**src/hdl/tcgr_pkg.sv**
```systemverilog
// ============================================================================
// tcgr_pkg - shared types and constants of the text console glyph renderer
// Holds the sequencer states, the divider result bundle, transaction codes,
// special character codes and configuration register indexes and resets.
// ============================================================================
package tcgr_pkg;

   // Sequencer states of the top level.
   typedef enum logic [2:0] {
      ST_IDLE,
      ST_SIZE,
      ST_SCROLL,
      ST_DSTART,
      ST_DIV,
      ST_PLACE,
      ST_ROWS
   } tcgr_state_type;

   // Result bundle of the iterative divider.
   typedef struct packed {
      logic        done;
      logic [15:0] quotient;
      logic [7:0]  remainder;
   } tcgr_div_result_type;

   // Input transaction function codes.
   localparam logic FUNC_PRINT = 1'b0;
   localparam logic FUNC_FONT  = 1'b1;

   // Result transaction kinds.
   localparam logic KIND_ROW    = 1'b0;
   localparam logic KIND_SCROLL = 1'b1;

   // Character codes with special handling.
   localparam logic [7:0] CHAR_NEWLINE   = 8'h0A;
   localparam logic [7:0] CHAR_PRINT_MIN = 8'h20;

   // Configuration register indexes.
   localparam logic [2:0] REG_ORIGIN_X   = 3'd0;
   localparam logic [2:0] REG_ORIGIN_Y   = 3'd1;
   localparam logic [2:0] REG_GRID_COLS  = 3'd2;
   localparam logic [2:0] REG_GRID_ROWS  = 3'd3;
   localparam logic [2:0] REG_TEXT_COLOR = 3'd4;

   // Configuration register reset values.
   localparam logic [11:0] RST_ORIGIN_X   = 12'd0;
   localparam logic [11:0] RST_ORIGIN_Y   = 12'd0;
   localparam logic [7:0]  RST_GRID_COLS  = 8'd100;
   localparam logic [7:0]  RST_GRID_ROWS  = 8'd30;
   localparam logic [31:0] RST_TEXT_COLOR = 32'hFFFF_FFFF;

endpackage

```
**src/hdl/tcgr_divider.sv**
```systemverilog
// ============================================================================
// tcgr_divider - iterative restoring divider, 16-bit by 8-bit
// Produces one quotient bit per cycle with a single compare and subtract;
// the quotient and remainder hold until the next start.
// ============================================================================
module tcgr_divider (
   input  logic                         clock,
   input  logic                         reset,
   input  logic                         start,
   input  logic [15:0]                  dividend,
   input  logic [7:0]                   divisor,
   output tcgr_pkg::tcgr_div_result_type result
);
   import tcgr_pkg::*;

   logic [7:0]  rem_ff, rem_in;
   logic [15:0] quo_ff, quo_in;
   logic [3:0]  cnt_ff, cnt_in;
   logic        run_ff, run_in;
   logic        done_ff, done_in;
   logic [8:0]  shifted;
   logic [8:0]  diff;
   logic        fits;

   // One restoring step: bring in the next dividend bit and try a subtract.
   assign shifted = {rem_ff, quo_ff[15]};
   assign diff    = shifted - {1'b0, divisor};
   assign fits    = (shifted >= {1'b0, divisor});

   always_comb begin
      rem_in  = rem_ff;
      quo_in  = quo_ff;
      cnt_in  = cnt_ff;
      run_in  = run_ff;
      done_in = 1'b0;
      if (start) begin
         rem_in = '0;
         quo_in = dividend;
         cnt_in = '0;
         run_in = 1'b1;
      end else if (run_ff) begin
         rem_in = fits ? diff[7:0] : shifted[7:0];
         quo_in = {quo_ff[14:0], fits};
         cnt_in = cnt_ff + 4'd1;
         if (cnt_ff == 4'd15) begin
            run_in  = 1'b0;
            done_in = 1'b1;
         end
      end
   end

   always_ff @(posedge clock) begin
      if (reset) begin
         run_ff  <= 1'b0;
         done_ff <= 1'b0;
         cnt_ff  <= '0;
      end else begin
         run_ff  <= run_in;
         done_ff <= done_in;
         cnt_ff  <= cnt_in;
      end
      rem_ff <= rem_in;
      quo_ff <= quo_in;
   end

   assign result.done      = done_ff;
   assign result.quotient  = quo_ff;
   assign result.remainder = rem_ff;

endmodule
```
**config.mk**
```make
export PLATFORM = sky130hd
export DESIGN_NAME = tcgr_divider
export DESIGN_NICKNAME = d
export VERILOG_FILES = /design/src/hdl/tcgr_pkg.sv /design/src/hdl/tcgr_divider.sv
export SDC_FILE = /design/constraint.sdc
export NUM_CORES = 1
export LEC_CHECK = 0
export BUFFER_PORTS_ARGS = -buffer_cell sky130_fd_sc_hd__clkbuf_2
export CAP_MARGIN = 20
export CORE_MARGIN = 10
export CORE_UTILIZATION = 54
export DETAILED_ROUTE_END_ITERATION = 6
export MAX_ROUTING_LAYER = met4
export PLACE_DENSITY = 0.8
export REMOVE_ABC_BUFFERS = 1
export SLEW_MARGIN = 40
export SYNTH_ARGS = -nofsm -noshare
export SYNTH_HDL_FRONTEND = slang
export SYNTH_SLANG_ARGS = --single-unit
```
**constraint.sdc**
```tcl
create_clock -name clock -period 4.8 [get_ports clock]
set_clock_uncertainty 0.15 [all_clocks]
set_input_delay 0.24 -clock clock [delete_from_list [all_inputs] [get_ports clock]]
set_output_delay 0.24 -clock clock [all_outputs]
set_load 0.01 [all_outputs]
```
==> results of run 1 <==
## state kept, by name (all words and copies together) (netlist names)
name / flops
rem_ff: 8
quo_ff: 16
cnt_ff: 4
done_ff: 1
run_ff: 1
## cells by family after synthesis
| kind of cell | synth area share |
|---|---|
| fa+ha+maj | 0.0801 |
| xor+xnor | 0.0423 |
| buf+inv | 0.0642 |
| simple gates | 0.107 |
| mux | 0.145 |
| compound gates | 0.103 |
| flops | 0.459 |
## critical path: cells and delay by family, from the launching register on
| kind | cells | cell delay, ns |
|---|---|---|
| DFF | 1 | 0.35 |
| adders and majority gates | 1 | 0.37 |
| AOI/OAI and AO/OA | 3 | 0.78 |
| and+or+nand+nor | 2 | 0.24 |
| muxes | 1 | 0.28 |
## layer usage
metal	global-route usage	vias up	wire (µm)
met5	-	-	0
met3	0.0612	6	235
li1	-	637	-
met2	0.233	29	1960
met1	0.144	598	1350
met4	0.0433	0	56
## final cells by class
class,instances,area (µm²)
fillers,268,1050
multi-input cells,102,790
flip-flops and latches,30,761
repair buffers,52,265
inverters,12,45.0
clock buffers,6,41.3
well taps,33,41.3
clock inverters,2,10.0
## per-stage QoR
| step | setup slack, ns | cells | util | power, mW |
|---|---|---|---|---|
| after global routing | 2.27 | 237 | 0.650 | 0.648 |
| final | 2.49 | 237 | 0.650 | 0.606 |
| after detailed placement | 2.52 | 228 | 0.630 | 0.475 |
| after global placement | 2.64 | 228 | 0.630 | 0.469 |
| after CTS | 2.50 | 237 | 0.650 | 0.613 |
| after floorplan | 2.75 | 144 | - | 0.418 |
## final timing paths
check	endpoint	slack, ns	cells after the start
setup / recovery	rem_ff[2]	2.49	7
hold / removal	quo_ff[7]	0.06	2
setup reg to reg	rem_ff[2]	2.49	7
hold reg to reg	done_ff	0.34	2
## where the power goes
part	internal (mW)	leakage (nW)	switching, mW
registers	0.297	0.276	0.0178
logic	0.0740	0.569	0.0810
clock network	0.0557	0.0320	0.0810
total	0.427	0.877	0.180
## cell usage after synthesis (3+ instances only)
cell type,n
a211oi_1,4
o21a_1,3
nand2_1,5
inv_1,12
edfxtp_1,16
buf_6,4
xnor2_1,4
xor2_1,4
ha_1,9
nor3_1,3
nor2_1,17
nand3_1,4
o21ai_0,3
dfxtp_1,14
mux2i_1,6
a21oi_1,3
mux2_2,16
## repair_timing
action | in CTS | in global routing
endpoints found under the hold margin | 1 | 0
hold buffers | 1 | 0
gates resized for setup | 0 | 0
setup endpoints to repair | 0 | 0
==> impl_metrics.py, run 1 <==
metrics = {
    "run_status": {
        "status": "finished, final reports clean",
    },
    "cts": {
        "cts_setup_buffers": 0,
        "cts_tree": "yes",
        "root_buffer": "clkbuf_4",
        "numCtsBuffers": 5,
        "cts_sinks": 30,
        "clk_path_buf_depth": 2,
        "clk_pin_slew_ns": 0.10,
        "worst_skew_pair.late_latency_ns": 0.32,
        "htreeDepth": 2,
    },
    "cells_and_area": {
        "post-route-cell-area_um2": 1950,
        "area_growth_pct": 17.9,
        "n_antenna_cell": 0,
        "nNetsFinal": 240,
        "drive_above_1_share": 0.377,
        "final_common_cell": "clkbuf_2",
        "final_cell_mix": "clkbuf_2 (51), nor2_1 (17), mux2_2 (16), edfxtp_1 (16), dfxtp_1 (14)",
    },
    "worst_setup_path": {
        "worstPathMaxFanout": 12,
        "cp_cell_sequence": "ha_1, nand3_1, o22ai_1, nor3_1, o21ai_2, mux2i_1, a211oi_1",
        "cp-start-kind": "register",
        "endpoint_kind": "register",
        "arrival_ns": 2.33,
        "slowest_stage": "o21ai_2",
        "slowest_delay_ns": 0.48,
        "rr_startpoint": "rem_ff[2]",
        "crit_type": "reg -> reg",
        "worstPathRequired_ns": 4.82,
        "startpoint": "rem_ff[2]",
    },
    "timing": {
        "period_needed_ns": 2.31,
        "timing_worst_slew_pin_value_ns": 0.600,
        "slew_viol_final": 0,
        "fmax_mhz": 433,
        "hold_viol": 0,
        "post-route-period-util": 0.481,
        "rsz0062_at_grt": "no",
        "fin_tns_setup_ns": 0,
        "setup_violations": 0,
        "worst_hold_slack_ns": 0.0626,
        "slew_headroom": 0.600,
    },
    "yosys": {
        "yosys_register_bits": 30,
        "netlist_instances": 151,
        "synth_top_area_cell": "edfxtp_1",
        "yosys_warnings": 0,
        "synth_ff_type": "edfxtp_1",
        "synthTopCellsByArea": "edfxtp_1 (29%), dfxtp_1 (17%), mux2_2 (11%)",
        "synth_area_um2": 1660,
        "yosysSeqAreaShare": 0.459,
        "synth-edff-count": 16,
        "avgSynthCellArea_um2": 11.0,
        "yosys.area.top_type_share": 0.290,
        "ys_async_sr_fraction": 0,
        "post_synth_num_cell_types": 38,
    },
    "detailed_routing": {
        "dr.pass1.iters": 4,
        "totalWireLength_mm": 3.60,
        "dr_total_vias": 1270,
        "ant_nets": 0,
        "wl_per_cell_um": 15.2,
        "drc": 0,
        "via_per_inst": 5.36,
        "first_iter_violations": 80,
    },
    "global_route": {
        "antenna_found_initial": 0,
        "grt_first_pass_wirelength_mm": 5.98,
        "grt_usage": 0.139,
        "grt_max_degree": 26,
        "grt_pass1_vias": 1305,
        "grt.overflow.total": 0,
    },
    "job": {
        "maxCapViolCount": 0,
    },
    "pwr": {
        "p_leak_nw": 0.877,
        "p_per_area_nw_per_um2": 310,
        "ir_worst_vdd_v": 0.000197,
    },
    "die": {
        "num_rows": 20,
        "fp.dieW_um": 75.4,
        "die_h_um": 75.4,
        "die_area_um2": 5680,
        "core_area_um2": 3000,
        "io-pin-count": 52,
        "start_util": 0.552,
    },
    "placement": {
        "gp_congestion": 0.806,
        "dp_hpwl_mm": 2.86,
        "port_buffers": 51,
        "placed_cell_area_um2": 1890,
    },
    "min_path": {
        "min_from": "dividend[7]",
        "min_path_type": "in -> reg",
    },
}
Power figures use the tool's default switching activity.
==> run 2: changes to the inputs <==
- CORE_UTILIZATION: 54 -> 50
- PLACE_DENSITY: 0.8 -> 0.74
- clock period: 4.8 -> 2.35 ns (I/O delays scaled with it)
==> run 2 against run 1 <==
Net effect: power grew 120%; sequential power grew 100%; flip-flop and latch count is the same; cell count grew 13%; register-to-register slack lost 2.4 ns; via count grew 5.0%; global-route usage grew 0.50 points; critical endpoint is now rem_ff[4]; largest power group unchanged.
==> impl_metrics.py, run 2 (same netlist as run 1, synthesis figures left out) <==
metrics = {
    "run_status": {
        "status": "finished, final reports clean",
    },
    "die": {
        "die_area_um2": 6020,
        "num_rows": 20,
        "io-pin-count": 52,
        "die_h_um": 77.6,
        "core_area_um2": 3100,
        "start_util": 0.534,
        "fp.dieW_um": 77.6,
    },
    "global_route": {
        "antenna_found_initial": 0,
        "grt.overflow.total": 0,
        "use_met1": 0.135,
        "grt_use_met3": 0.0484,
        "grt_first_pass_wirelength_mm": 6.73,
        "grt_max_degree": 25,
        "grt_usage": 0.144,
        "use_met2": 0.258,
        "grt-busiest-layer": "met2",
        "grt_pass1_vias": 1424,
    },
    "detailed_routing": {
        "via_per_inst": 4.99,
        "totalWireLength_mm": 4.08,
        "drc": 0,
        "ant_nets": 0,
        "first_iter_violations": 92,
        "dr.pass1.iters": 4,
        "wl_per_cell_um": 15.3,
        "dr_total_vias": 1333,
    },
    "cells_and_area": {
        "nNetsFinal": 259,
        "largestRegisters": "quo_ff x16, rem_ff x8, cnt_ff x4",
        "final_cell_mix": "clkbuf_2 (51), dlygate4sd3_1 (18), nor2_1 (17)",
        "ff_latch_area_um2": 761,
        "largest_reg_flops": 16,
        "drive_above_1_share": 0.359,
        "largest-register": "quo_ff",
        "n_antenna_cell": 0,
        "area_growth_pct": 31.2,
        "num-fill-cells": 262,
        "layout.cells.non_filler": 267,
        "final_common_cell": "clkbuf_2",
        "multi_input_area_um2": 802,
    },
    "worst_setup_path": {
        "cp-start-kind": "register",
        "worstPathRequired_ns": 2.41,
        "endpoint_kind": "register",
        "arrival_ns": 2.27,
        "worstPathMaxFanout": 12,
        "crit_type": "reg -> reg",
    },
    "pwr": {
        "ir_worst_vdd_v": 0.000368,
        "p_per_area_nw_per_um2": 605,
        "total_power_mw": 1.31,
        "p_leak_nw": 0.963,
    },
    "placement": {
        "gp_congestion": 0.791,
        "dp_slack_ns": 0.0710,
        "port_buffers": 51,
        "dp_hpwl_mm": 2.82,
        "dp_cells": 241,
    },
    "timing": {
        "slew_headroom": 0.584,
        "hold_viol": 0,
        "final.setup.worst_slack_ns": 0.141,
        "rsz0062_at_grt": "no",
        "period_needed_ns": 2.21,
        "setup_violations": 0,
        "slew_viol_final": 0,
        "timing_worst_slew_pin_value_ns": 0.624,
        "fin_tns_setup_ns": 0,
        "post-route-period-util": 0.940,
        "fmax_mhz": 453,
    },
    "cts": {
        "cts_sinks": 30,
        "clk_path_buf_depth": 2,
        "clk_pin_slew_ns": 0.09,
        "worst_skew_pair.late_latency_ns": 0.33,
        "root_buffer": "clkbuf_4",
        "numCtsBuffers": 5,
        "htreeDepth": 2,
        "cts_tree": "yes",
    },
    "job": {
        "maxCapViolCount": 0,
    },
    "min_path": {
        "min_path_type": "in -> reg",
    },
}
==> run 2: repair_timing <==
item,in CTS,in global routing
setup buffers,0,0
endpoints found under the hold margin,18,0
endpoints found under the setup margin,0,8
resized for setup,0,2
hold buffers,18,0
==> run 2: path summary, 6_finish.rpt <==
| path | slack (ns) | cells past startpoint | start | to |
|---|---|---|---|---|
| hold reg to reg | 0.34 | 2 | cnt_ff[3] | done_ff |
| setup / recovery | 0.14 | 7 | rem_ff[2] | rem_ff[4] |
| hold / removal | 0.17 | 4 | divisor[0] | rem_ff[0] |
| setup reg to reg | 0.14 | 7 | rem_ff[2] | rem_ff[4] |
==> run 2: critical path, stage by stage, from the launching register on <==
cell and delay, ns:
dfxtp_1 0.35, ha_1 0.37, nand3_1 0.15, a21oi_2 0.21, nor3_2 0.09, o21ai_4 0.36, mux2i_1 0.31, a211oi_1 0.10
==> run 2: through the flow <==
step / cell area [µm²] / hold slack (ns) / utilization
after floorplan: 1600 / 0.0399 / -
after global placement: 1920 / 0.151 / 0.619
after detailed placement: 1920 / 0.159 / 0.619
after CTS: 2160 / 0.154 / 0.696
after global routing: 2170 / 0.165 / 0.700
final: 2170 / 0.170 / 0.700
==> run 2: cell type report <==
cell class | count | area share
timing repair buffer | 71 | 0.207
clock buffer | 7 | 0.0253
tap | 44 | 0.0253
inverter | 12 | 0.0207
clock inverter | 1 | 0.00230
sequential | 30 | 0.350
multi-input combinational | 102 | 0.369
==> run 2: layer usage <==
layer,vias up,share of wire
met5,-,0
met4,0,0.030
met3,8,0.053
met2,45,0.54
met1,604,0.37
li1,676,-
==> run 2: where the power goes <==
group | switching [mW] | total, mW | leakage, nW | internal, mW
registers | 0.0301 | 0.637 | 0.276 | 0.607
clock network | 0.175 | 0.320 | 0.0353 | 0.145
logic | 0.184 | 0.358 | 0.652 | 0.175
total | 0.389 | 1.31 | 0.963 | 0.926
==> run 3: changes to the inputs <==
==> constraint.sdc (replaced) <==
create_clock -name clock -period 2.35 [get_ports clock]
set_clock_uncertainty 0.15 [all_clocks]
set_input_delay 0.3525 -clock clock [delete_from_list [all_inputs] [get_ports clock]]
set_output_delay 0.3525 -clock clock [all_outputs]
set_load 0.01 [all_outputs]
==> run 3 against run 2 <==
Net effect: via count shrank 3.5%; power shrank 4.8%; flip-flop and latch count is the same; largest cell class unchanged; hold slack lost 0.14 ns; count of clock-buffer cells in the layout shrank 1; clock power shrank 12%; critical path depth is the same; non-clock buffer count shrank 17.
==> impl_metrics.py, run 3 (same netlist as run 1, synthesis figures left out) <==
metrics = {
    "pwr": {
        "p_per_area_nw_per_um2": 629,
        "ir_worst_vdd_v": 0.000402,
        "p_leak_nw": 0.887,
    },
    "cts": {
        "cts_setup_buffers": 0,
        "hold_buffers": 0,
        "numCtsBuffers": 5,
        "cts_sinks": 30,
        "root_buffer": "clkbuf_4",
        "clk_pin_slew_ns": 0.09,
        "clk_path_buf_depth": 2,
        "worst_skew_pair.late_latency_ns": 0.33,
        "cts_tree": "yes",
        "htreeDepth": 2,
    },
    "die": {
        "start_util": 0.534,
        "io-pin-count": 52,
        "die_h_um": 77.6,
        "die_area_um2": 6020,
        "num_rows": 20,
        "fp.dieW_um": 77.6,
        "core_area_um2": 3100,
    },
    "detailed_routing": {
        "via_per_inst": 5.15,
        "ant_nets": 0,
        "totalWireLength_mm": 3.63,
        "dr.pass1.iters": 4,
        "drc": 0,
        "wl_per_cell_um": 14.5,
        "dr_total_vias": 1287,
        "first_iter_violations": 67,
    },
    "placement": {
        "placed_cell_area_um2": 1930,
        "dp_hpwl_mm": 2.84,
        "port_buffers": 51,
        "gp_congestion": 0.783,
    },
    "timing": {
        "hold_viol": 0,
        "timing_worst_slew_pin_value_ns": 0.541,
        "slew_viol_final": 0,
        "rsz0062_at_grt": "no",
        "slew_headroom": 0.639,
        "post-route-period-util": 0.948,
        "setup_violations": 0,
        "fmax_mhz": 449,
        "period_needed_ns": 2.23,
    },
    "cells_and_area": {
        "post-route-cell-area_um2": 1990,
        "drive_above_1_share": 0.388,
        "largestRegisters": "quo_ff x16, rem_ff x8, cnt_ff x4",
        "nNetsFinal": 242,
        "largest-register": "quo_ff",
        "final_cell_mix": "clkbuf_2 (51), nor2_1 (17), mux2_2 (16), edfxtp_1 (16), dfxtp_1 (14)",
        "final_common_cell": "clkbuf_2",
        "utilization": 0.642,
        "largest_reg_flops": 16,
        "n_antenna_cell": 0,
        "area_growth_pct": 20.2,
    },
    "global_route": {
        "grt_max_degree": 26,
        "grt_use_met3": 0.0645,
        "use_met2": 0.214,
        "grt.overflow.total": 0,
        "grt_first_pass_wirelength_mm": 5.99,
        "grt_pass1_vias": 1330,
        "use_met1": 0.123,
        "antenna_found_initial": 0,
        "grt-busiest-layer": "met2",
        "grt_usage": 0.125,
    },
    "job": {
        "maxCapViolCount": 0,
    },
    "worst_setup_path": {
        "worstPathRequired_ns": 2.44,
        "worstPathMaxFanout": 12,
        "endpoint_kind": "register",
        "arrival_ns": 2.32,
        "cp-start-kind": "register",
        "crit_type": "reg -> reg",
    },
    "min_path": {
        "min_path_type": "in -> reg",
    },
    "run_status": {
        "status": "finished, final reports clean",
    },
}
-- run 3: cell types whose count changed in the layout (fill, tap and decap cells not counted), sizes merged --
| cell | previous run | this run |
|---|---|---|
| clkinv | 1 | 2 |
| clkbuf | 58 | 57 |
| dlygate4sd3 | 18 | 0 |
| buf | 2 | 3 |
-- run 3: final cells by class --
class / instances / area, µm²
repair buffers: 54 / 278
well taps: 44 / 55.1
clock buffers: 6 / 41.3
flip-flops and latches: 30 / 761
clock inverters: 2 / 8.76
multi-input cells: 102 / 802
inverters: 12 / 45.0
fillers: 277 / 1110
-- run 3: layer usage --
layer | share of wire | wire length [µm] | vias up
met5 | 0 | 0 | -
met2 | 0.52 | 1880 | 30
met4 | 0.0063 | 23 | 0
li1 | - | - | 643
met3 | 0.066 | 240 | 4
met1 | 0.41 | 1480 | 610
-- run 3: power breakdown --
part	leakage (nW)	switching [mW]	internal, mW
clock network	0.0297	0.171	0.112
logic	0.582	0.174	0.158
registers	0.276	0.0310	0.606
total	0.887	0.376	0.876
-- run 3: path summary, 6_finish.rpt --
kind / start / to / slack, ns / cells after the start
max: rem_ff[2] / rem_ff[3] / 0.12 / 7
min: reset / run_ff / 0.03 / 2
max reg2reg: rem_ff[2] / rem_ff[3] / 0.12 / 7
min reg2reg: cnt_ff[3] / done_ff / 0.33 / 2
-- run 3: what timing repair did --
| item | CTS | global route |
|---|---|---|
| endpoints found under the setup margin | 0 | 4 |
| gates resized for setup | 0 | 2 |
| endpoints found under the hold margin | 0 | 0 |
-- run 3: through the flow --
stage / worst slack [ns] / total power [mW] / hold WS (ns) / TNS, ns / std cells
2_1_floorplan: 0.276 / 0.855 / 0.275 / 0 / 144
3_3_place_gp: 0.0945 / 0.967 / 0.308 / 0 / 242
3_5_place_dp: -0.0255 / 0.974 / 0.311 / -0.0255 / 242
4_1_cts: 0.0802 / 1.26 / 0.0323 / 0 / 250
5_1_grt: 0.0374 / 1.33 / 0.0227 / 0 / 250
6_report: 0.121 / 1.25 / 0.0341 / 0 / 250
-- run 3: worst max-delay path: stages (launching register included) --
cell     delay, ns
dfxtp_1       0.41
ha_1          0.32
a21oi_1       0.27
o22ai_1       0.15
nor3_2        0.20
o21ai_4       0.16
and3_2        0.25
nor4_1        0.23
